$ cat src/sv/positional_list_insert_delete_unit_defines.svh
// ----------------------------------------------------------------------------
// positional list insert/delete unit - assertion macros
// shared property wrappers, clocked on i_clk and disabled while i_rst_n is low
// ----------------------------------------------------------------------------
`ifndef POSITIONAL_LIST_INSERT_DELETE_UNIT_DEFINES_SVH
`define POSITIONAL_LIST_INSERT_DELETE_UNIT_DEFINES_SVH

// same-cycle implication
`define PLIDU_ASSERT_NOW(lbl, ante, cons) \
    lbl: assert property (@(posedge i_clk) disable iff (!i_rst_n) (ante) |-> (cons)) \
        else $error("plidu check failed");

// next-cycle implication
`define PLIDU_ASSERT_NEXT(lbl, ante, cons) \
    lbl: assert property (@(posedge i_clk) disable iff (!i_rst_n) (ante) |=> (cons)) \
        else $error("plidu check failed");

`endif

$ cat src/sv/plidu_pkg.sv
// ----------------------------------------------------------------------------
// plidu_pkg
// shared constants, codes and sequencer states of the positional list unit
// ----------------------------------------------------------------------------
package plidu_pkg;

    localparam int DEPTH  = 32;
    localparam int AW     = $clog2(DEPTH);
    localparam int LEN_W  = 6;
    localparam int DATA_W = 32;

    localparam logic [1:0] OP_APPEND = 2'd0;
    localparam logic [1:0] OP_INSERT = 2'd1;
    localparam logic [1:0] OP_DELETE = 2'd2;
    localparam logic [1:0] OP_READ   = 2'd3;

    localparam logic [1:0] ST_OK     = 2'd0;
    localparam logic [1:0] ST_BADPOS = 2'd1;
    localparam logic [1:0] ST_FULL   = 2'd2;

    typedef enum logic [3:0] {
        S_IDLE,
        S_INS_RD,
        S_INS_WR,
        S_INS_PUT,
        S_GET_RD,
        S_GET_CAP,
        S_DEL_RD,
        S_DEL_WR,
        S_OUT
    } t_state;

endpackage

$ cat src/sv/plidu_ram.sv
// ----------------------------------------------------------------------------
// plidu_ram
// generic single-write, single-read ram with registered read data
// ----------------------------------------------------------------------------
module plidu_ram #(
    parameter int WIDTH = 32,
    parameter int DEPTH = 32
) (
    input  logic                     i_clk,
    input  logic                     i_we,
    input  logic [$clog2(DEPTH)-1:0] i_waddr,
    input  logic [WIDTH-1:0]         i_wdata,
    input  logic [$clog2(DEPTH)-1:0] i_raddr,
    output logic [WIDTH-1:0]         o_rdata
);

    logic [WIDTH-1:0] r_mem [DEPTH];
    logic [WIDTH-1:0] r_rdata;

    always_ff @(posedge i_clk) begin
        if (i_we) begin
            r_mem[i_waddr] <= i_wdata;
        end
        r_rdata <= r_mem[i_raddr];
    end

    assign o_rdata = r_rdata;

endmodule

$ cat src/sv/positional_list_insert_delete_unit.sv
// ----------------------------------------------------------------------------
// positional_list_insert_delete_unit
// ordered list of up to DEPTH signed 32-bit values, edited by position
// ----------------------------------------------------------------------------
// usage
//   slave channel: one request transaction per item; tuser carries the
//   operation (append, insert, delete, read), tdata the 1-based position and
//   the value. master channel: one result transaction per request; tuser
//   carries the status (ok, illegal position, list full), tdata the value
//   read or removed and the list length after the operation.
//   the elements live in one ram; a small sequencer moves them one entry at
//   a time (registered read, then write) through that single port pair.
//   errors go straight to the result; insert moves each entry from the tail
//   down to the slot, then writes the value; read and delete capture the
//   entry, and a delete then moves each later entry one place toward the head.
//   o_s_tready rises in the cycle right after the result is taken.
//   o_s_tready is low while an item is being worked on or its result waits.
//   a stalled sink simply holds the result in the output register.
//   reset (synchronous, active low) empties the list; the ram is not cleared
//   since only entries below the length are ever read.
// ----------------------------------------------------------------------------
module positional_list_insert_delete_unit
    import plidu_pkg::*;
(
    input  logic        i_clk,
    input  logic        i_rst_n,
    // request channel
    input  logic        i_s_tvalid,
    output logic        o_s_tready,
    input  logic [39:0] i_s_tdata,   // position[5:0], value[37:6], zero pad[39:38]
    input  logic [1:0]  i_s_tuser,   // operation[1:0]
    // result channel
    output logic        o_m_tvalid,
    input  logic        i_m_tready,
    output logic [39:0] o_m_tdata,   // data_out[31:0], length[37:32], zero pad[39:38]
    output logic [1:0]  o_m_tuser    // status[1:0]
);

`include "positional_list_insert_delete_unit_defines.svh"

    // sequencer and datapath registers
    t_state                    r_state,  n_state;
    logic [1:0]                r_op,     n_op;
    logic signed [DATA_W-1:0]  r_val,    n_val;
    logic [AW-1:0]             r_ptr,    n_ptr;     // ram entry being moved
    logic [AW-1:0]             r_tgt,    n_tgt;     // insert slot
    logic [LEN_W-1:0]          r_count,  n_count;
    logic [1:0]                r_status, n_status;
    logic signed [DATA_W-1:0]  r_data,   n_data;

    // ram port
    logic                      w_we;
    logic [AW-1:0]             w_waddr;
    logic [DATA_W-1:0]         w_wdata;
    logic [AW-1:0]             w_raddr;
    logic [DATA_W-1:0]         w_rdata;

    // request fields
    logic [LEN_W-1:0]          w_pos;
    logic [LEN_W-1:0]          w_pos_m1;
    logic signed [DATA_W-1:0]  w_value;

    // wide compares against the length
    logic [LEN_W:0]            w_count_x;
    logic [LEN_W:0]            w_ptr_x;
    logic [LEN_W:0]            w_tgt_p1;
    logic [LEN_W:0]            w_ptr_p1;
    logic [LEN_W:0]            w_ptr_p2;
    logic                      w_full;

    assign w_pos     = i_s_tdata[LEN_W-1:0];
    assign w_pos_m1  = w_pos - LEN_W'(1);
    assign w_value   = i_s_tdata[LEN_W +: DATA_W];

    assign w_count_x = {1'b0, r_count};
    assign w_ptr_x   = (LEN_W+1)'(r_ptr);
    assign w_tgt_p1  = (LEN_W+1)'(r_tgt) + (LEN_W+1)'(1);
    assign w_ptr_p1  = w_ptr_x + (LEN_W+1)'(1);
    assign w_ptr_p2  = w_ptr_x + (LEN_W+1)'(2);
    assign w_full    = (r_count >= LEN_W'(DEPTH));

    plidu_ram #(
        .WIDTH (DATA_W),
        .DEPTH (DEPTH)
    ) u_store (
        .i_clk   (i_clk),
        .i_we    (w_we),
        .i_waddr (w_waddr),
        .i_wdata (w_wdata),
        .i_raddr (w_raddr),
        .o_rdata (w_rdata)
    );

    // next state and datapath
    always_comb begin
        n_state  = r_state;
        n_op     = r_op;
        n_val    = r_val;
        n_ptr    = r_ptr;
        n_tgt    = r_tgt;
        n_count  = r_count;
        n_status = r_status;
        n_data   = r_data;
        unique case (r_state)
            S_IDLE: begin
                if (i_s_tvalid) begin
                    n_op     = i_s_tuser;
                    n_val    = w_value;
                    n_status = ST_OK;
                    n_data   = '0;
                    unique case (i_s_tuser)
                        OP_APPEND: begin
                            if (w_full) begin
                                n_status = ST_FULL;
                                n_state  = S_OUT;
                            end else begin
                                n_ptr   = r_count[AW-1:0];
                                n_tgt   = r_count[AW-1:0];
                                n_state = S_INS_PUT;
                            end
                        end
                        OP_INSERT: begin
                            priority if (w_pos == '0 ||
                                         {1'b0, w_pos} > w_count_x + (LEN_W+1)'(1)) begin
                                n_status = ST_BADPOS;
                                n_state  = S_OUT;
                            end else if (w_full) begin
                                n_status = ST_FULL;
                                n_state  = S_OUT;
                            end else begin
                                // tail entry moves first, walking toward the slot
                                n_ptr   = r_count[AW-1:0];
                                n_tgt   = w_pos_m1[AW-1:0];
                                n_state = (r_count >= w_pos) ? S_INS_RD : S_INS_PUT;
                            end
                        end
                        default: begin
                            // delete and read share the range check and first read
                            if (w_pos == '0 || w_pos > r_count) begin
                                n_status = ST_BADPOS;
                                n_state  = S_OUT;
                            end else begin
                                n_ptr   = w_pos_m1[AW-1:0];
                                n_state = S_GET_RD;
                            end
                        end
                    endcase
                end
            end
            S_INS_RD: begin
                n_state = S_INS_WR;
            end
            S_INS_WR: begin
                n_ptr   = r_ptr - AW'(1);
                n_state = (w_ptr_x > w_tgt_p1) ? S_INS_RD : S_INS_PUT;
            end
            S_INS_PUT: begin
                n_count = r_count + LEN_W'(1);
                n_state = S_OUT;
            end
            S_GET_RD: begin
                n_state = S_GET_CAP;
            end
            S_GET_CAP: begin
                n_data = w_rdata;
                priority if (r_op != OP_DELETE) begin
                    n_state = S_OUT;
                end else if (w_ptr_p1 < w_count_x) begin
                    n_state = S_DEL_RD;
                end else begin
                    n_count = r_count - LEN_W'(1);
                    n_state = S_OUT;
                end
            end
            S_DEL_RD: begin
                n_state = S_DEL_WR;
            end
            S_DEL_WR: begin
                n_ptr = r_ptr + AW'(1);
                if (w_ptr_p2 < w_count_x) begin
                    n_state = S_DEL_RD;
                end else begin
                    n_count = r_count - LEN_W'(1);
                    n_state = S_OUT;
                end
            end
            S_OUT: begin
                if (i_m_tready) begin
                    n_state = S_IDLE;
                end
            end
            default: begin
                n_state = S_IDLE;
            end
        endcase
    end

    // ram control per sequencer step
    always_comb begin
        w_we    = 1'b0;
        w_waddr = r_ptr;
        w_wdata = w_rdata;
        w_raddr = r_ptr;
        unique case (r_state)
            S_INS_RD:  w_raddr = r_ptr - AW'(1);
            S_INS_WR:  w_we    = 1'b1;
            S_INS_PUT: begin
                w_we    = 1'b1;
                w_wdata = r_val;
            end
            S_DEL_RD:  w_raddr = r_ptr + AW'(1);
            S_DEL_WR:  w_we    = 1'b1;
            default: begin
                w_we = 1'b0;
            end
        endcase
    end

    always_ff @(posedge i_clk) begin
        if (!i_rst_n) begin
            r_state <= S_IDLE;
            r_count <= '0;
        end else begin
            r_state <= n_state;
            r_count <= n_count;
        end
        r_op     <= n_op;
        r_val    <= n_val;
        r_ptr    <= n_ptr;
        r_tgt    <= n_tgt;
        r_status <= n_status;
        r_data   <= n_data;
    end

    assign o_s_tready = (r_state == S_IDLE);
    assign o_m_tvalid = (r_state == S_OUT);
    assign o_m_tdata  = {2'b00, r_count, r_data};
    assign o_m_tuser  = r_status;

    // list never grows past its capacity
    `PLIDU_ASSERT_NOW(a_count_bound, 1'b1, r_count <= LEN_W'(DEPTH))
    // a full report only comes from a full list
    `PLIDU_ASSERT_NOW(a_full_means_full, o_m_tvalid && (o_m_tuser == ST_FULL),
        r_count == LEN_W'(DEPTH))
    // no request is taken while a result waits
    `PLIDU_ASSERT_NOW(a_one_in_flight, o_m_tvalid, !o_s_tready)
    // a delivered result frees the request side
    `PLIDU_ASSERT_NEXT(a_ready_after_out, o_m_tvalid && i_m_tready, o_s_tready)

endmodule

$ cat config.mk
export PLATFORM = sky130hd
export DESIGN_NAME = positional_list_insert_delete_unit
export DESIGN_NICKNAME = d
export VERILOG_FILES = /design/src/sv/plidu_pkg.sv /design/src/sv/plidu_ram.sv /design/src/sv/positional_list_insert_delete_unit.sv
export VERILOG_INCLUDE_DIRS = /design/src /design/src/sv
export SDC_FILE = /design/constraint.sdc
export NUM_CORES = 1
export LEC_CHECK = 0
export BUFFER_PORTS_ARGS = -buffer_cell sky130_fd_sc_hd__buf_2
export CAP_MARGIN = 5
export CORE_MARGIN = 2
export CORE_UTILIZATION = 25
export DETAILED_ROUTE_END_ITERATION = 10
export HOLD_SLACK_MARGIN = 0.03
export PLACE_DENSITY_LB_ADDON = 0.05
export SLEW_MARGIN = 0
export SYNTH_ARGS = -nofsm -noshare
export SYNTH_HDL_FRONTEND = slang
export SYNTH_SLANG_ARGS = --single-unit
$ cat constraint.sdc
create_clock -name i_clk -period 7.05 [get_ports i_clk]
set_input_delay 1.0575 -clock i_clk [delete_from_list [all_inputs] [get_ports i_clk]]
set_output_delay 1.0575 -clock i_clk [all_outputs]
set_load 0.02 [all_outputs]
==> results.toml <==
[run_status]
status = "finished clean"

[yosys]
synth.distinct_cells = 67
synth_area_um2 = 45200
synth_area_per_cell_um2 = 14.3
synth_most_common_cell = "edfxtp_1"
yosysTopAreaCell = "edfxtp_1"
synth_edf_count = 1102
netlist_instances = 3174
async_flop_share_pct = 0
yosys_warnings = 0
netlist.area_leader.share_pct = 73.2
synthTopCellsByArea = "edfxtp_1 73%, nand2_1 6.7%, nand3_1 3.1%"
yosysSeqAreaShare_pct = 75.0
yosys_register_bits = 1144
synth_ff_type = "edfxtp_1"
synth_common_cells = "1,102 x edfxtp_1, 803 x nand2_1, 276 x nand3_1, 130 x a31oi_1, 130 x mux2i_1"

[cells_and_area]
drive_gt1_share_pct = 13.2
final_nets = 3397
instances_no_fill = 5792
fill_cells = 18088
area_growth_pct = 17.7

[routing]
drt_pass1_iterations = 8
final_antenna_net_count = 0
dr.first_iter.drc_count = 2276
post_drt_wl_per_cell_um = 26.4
post-route-drc-count = 0
wl_mm = 153
via_count = 27038
via_per_inst = 4.67

[worst_setup_path]
worstRegToRegCells = 12
worst_setup_path_end_kind = "flop"
reg2reg_slack_ns = 2.03
critPathRequiredTime_ns = 7.67
r2r-start = "r_ptr[0]$_DFFE_PP_"
worst-setup-path-type = "flop to flop"
timing.rr.end = "u_store.o_rdata[14]$_DFF_P_"
crit_path_start_kind = "flop"
arrival_ns = 5.63
cp_max_fo = 34

[power]
p_leak_nw = 17.5
ir_drop_uv = 268
powerDensity_nw_per_um2 = 436

[floorplanning]
io-pin-count = 90
start_util_pct = 25.1
fp.dieArea_um2 = 184000
die_w_um = 429
core-area_um2 = 180000
rows = 156
die_h_um = 429

[clock_network]
cts_root_buffer = "clkbuf_16"
post_cts_resized = 0
tritoncts = "yes"
clockBufferDepth = 3
h-tree-depth = 4
clkSinkCount = 1144
postCtsHoldBufs = 0
clkTransAtPathRegs_ns = 0.06
clk_latency_ns = 0.78
cts-buffers-inserted = 139
postCtsSetupRepairBufs = 0

[timing]
worst_pin_slew_ns = 1.25
timing.hold.ws_ns = 0.456
fmax_mhz = 199
finalMaxSlewViolations = 0
rsz0062_at_grt = "false"
finalSetupViolCount = 0
fin_ws_ns = 2.03
relSlewSlack_pct = 16.9
tns_ns = 0
finalHoldViolations = 0
skew_ns = 0.0234
fin_crit_sh_pct = 71.2
period_needed_ns = 5.02

[placed_design]
dp_cells = 5536
place.gp.congestion = 0.734
dp_hpwl_mm = 83.4
dp_slack_ns = 1.97
portBuffers = 85

[global_routing]
first_global_vias = 27068
grt_pass1_wl_mm = 214
grt_antenna_before_repair = 6
grt-ovfl-total = 0
grt_usage_pct = 16.4
grt_max_degree = 75

[hold_path]
min_to = "r_val[0]$_DFFE_PP_"
hold_path_class = "input pin to flop"
hold_depth = 1
worstHoldStart = "i_s_tdata[6]"

[run]
max_cap_viol_count = 0
## how the worst max path moves through the flow
| stage | startpoint | endpoint | depth (start not counted) |
|---|---|---|---|
| global route | r_ptr[0]$_DFFE_PP_ | u_store.o_rdata[27]$_DFF_P_ | 11 |
| floorplan | r_state[3]$_SDFFE_PN0P_ | r_data[0]$_SDFFCE_PN0P_ | 4 |
| finish | r_ptr[0]$_DFFE_PP_ | u_store.o_rdata[14]$_DFF_P_ | 12 |
| global placement | r_ptr[0]$_DFFE_PP_ | u_store.o_rdata[27]$_DFF_P_ | 11 |
| detailed placement | r_ptr[0]$_DFFE_PP_ | u_store.o_rdata[27]$_DFF_P_ | 12 |
| CTS | r_ptr[0]$_DFFE_PP_ | u_store.o_rdata[27]$_DFF_P_ | 11 |
## per-layer routing
metal | up-vias | GRT usage (%) | share of wire (%)
met5 | - | 0 | 0
met4 | 0 | 4.89 | 2.4
met3 | 198 | 2.46 | 3.9
met2 | 571 | 27.7 | 49
met1 | 14005 | 21.8 | 45
li1 | 12264 | - | -
## per-stage QoR
stage / utilization, % / power, mW / area [um^2]
floorplan: - / 13.4 / 45200
CTS: 29.5 / 23.7 / 53200
finish: 29.5 / 23.2 / 53200
detailed placement: 27.1 / 16.8 / 48900
global placement: 27.1 / 16.7 / 48900
global route: 29.5 / 24.5 / 53200
## state kept, by name, indices dropped and copies added, names as in the netlist
| name | cells |
|---|---|
| r_ptr | 5 |
| r_tgt | 5 |
| o_m_tuser | 2 |
| r_state | 4 |
| r_count | 6 |
| u_store.r_mem | 1024 |
| r_op | 2 |
| r_data | 32 |
| r_val | 32 |
| u_store.o_rdata | 32 |
## cells in the final DEF (no fill, tap or decap), types with 4 or more instances in the layout
master	netlist	routed
a211oi_1	5	5
a21oi_1	20	20
a31oi_1	130	130
a32oi_1	128	128
and3_1	37	37
buf_12	0	11
buf_2	65	85
buf_4	24	87
bufinv_16	0	6
clkbuf_1	95	36
clkbuf_16	0	142
clkbuf_8	0	4
clkinv_1	1	37
clkinv_2	0	17
dfxtp_1	42	42
edfxtp_1	1102	1102
ha_1	43	43
inv_1	25	23
inv_6	0	6
mux2_2	34	32
mux2i_1	130	130
nand2_1	803	802
nand3_1	276	276
nor2_1	49	17
nor2_4	0	32
nor3_1	4	4
nor4_1	34	33
o21a_1	5	5
o21ai_0	19	19
o221ai_1	4	4
or3_1	5	5
xnor2_1	15	15
xor2_1	6	6
## area by class of cell
class                      count  area [um^2]  share of cell area (%)
antenna                        2         5.00                 0.00940
clock buffer                 182         3740                    7.03
clock inverter                72          587                    1.10
inverter                      26         97.6                   0.183
multi-input combinational   1813        10600                    19.9
sequential                  1144        33900                    63.7
tap                         2370         2970                    5.57
timing repair buffer         183         1300                    2.44
## worst max-delay path, stage by stage, from the launching register on
cell and delay, ns:
edfxtp_1 0.69, inv_1 0.33, ha_1 0.47, nor4bb_1 0.30
a31oi_1 0.16, o22ai_4 0.93, buf_12 0.34, buf_4 0.33
buf_4 0.27, nand2_1 0.07, a32oi_1 0.23, a31oi_1 0.15
nor4_1 0.51
## kinds of logic (layout without fill, tap and decap cells)
family / Yosys count / count (layout) / share of synthesized area, %
muxes: 167 / 167 / 3.86
AOI/OAI and AO/OA: 343 / 343 / 5.55
other: 1 / 4 / 0.00829
xor gates and xnor gates: 21 / 21 / 0.407
DFF: 1144 / 1144 / 75.0
buffers and inverters: 218 / 463 / 2.22
adders and majority gates: 44 / 44 / 1.23
and+or+nand+nor: 1236 / 1236 / 11.7
## power by group
| group | leakage [nW] | switching, mW | internal (mW) | total [mW] |
|---|---|---|---|---|
| Combinational | 5.14 | 5.47 | 1.96 | 7.43 |
| Clock | 2.11 | 2.88 | 3.97 | 6.85 |
| Sequential | 10.2 | 0.250 | 8.70 | 8.95 |
Power figures use the tool's default switching activity.
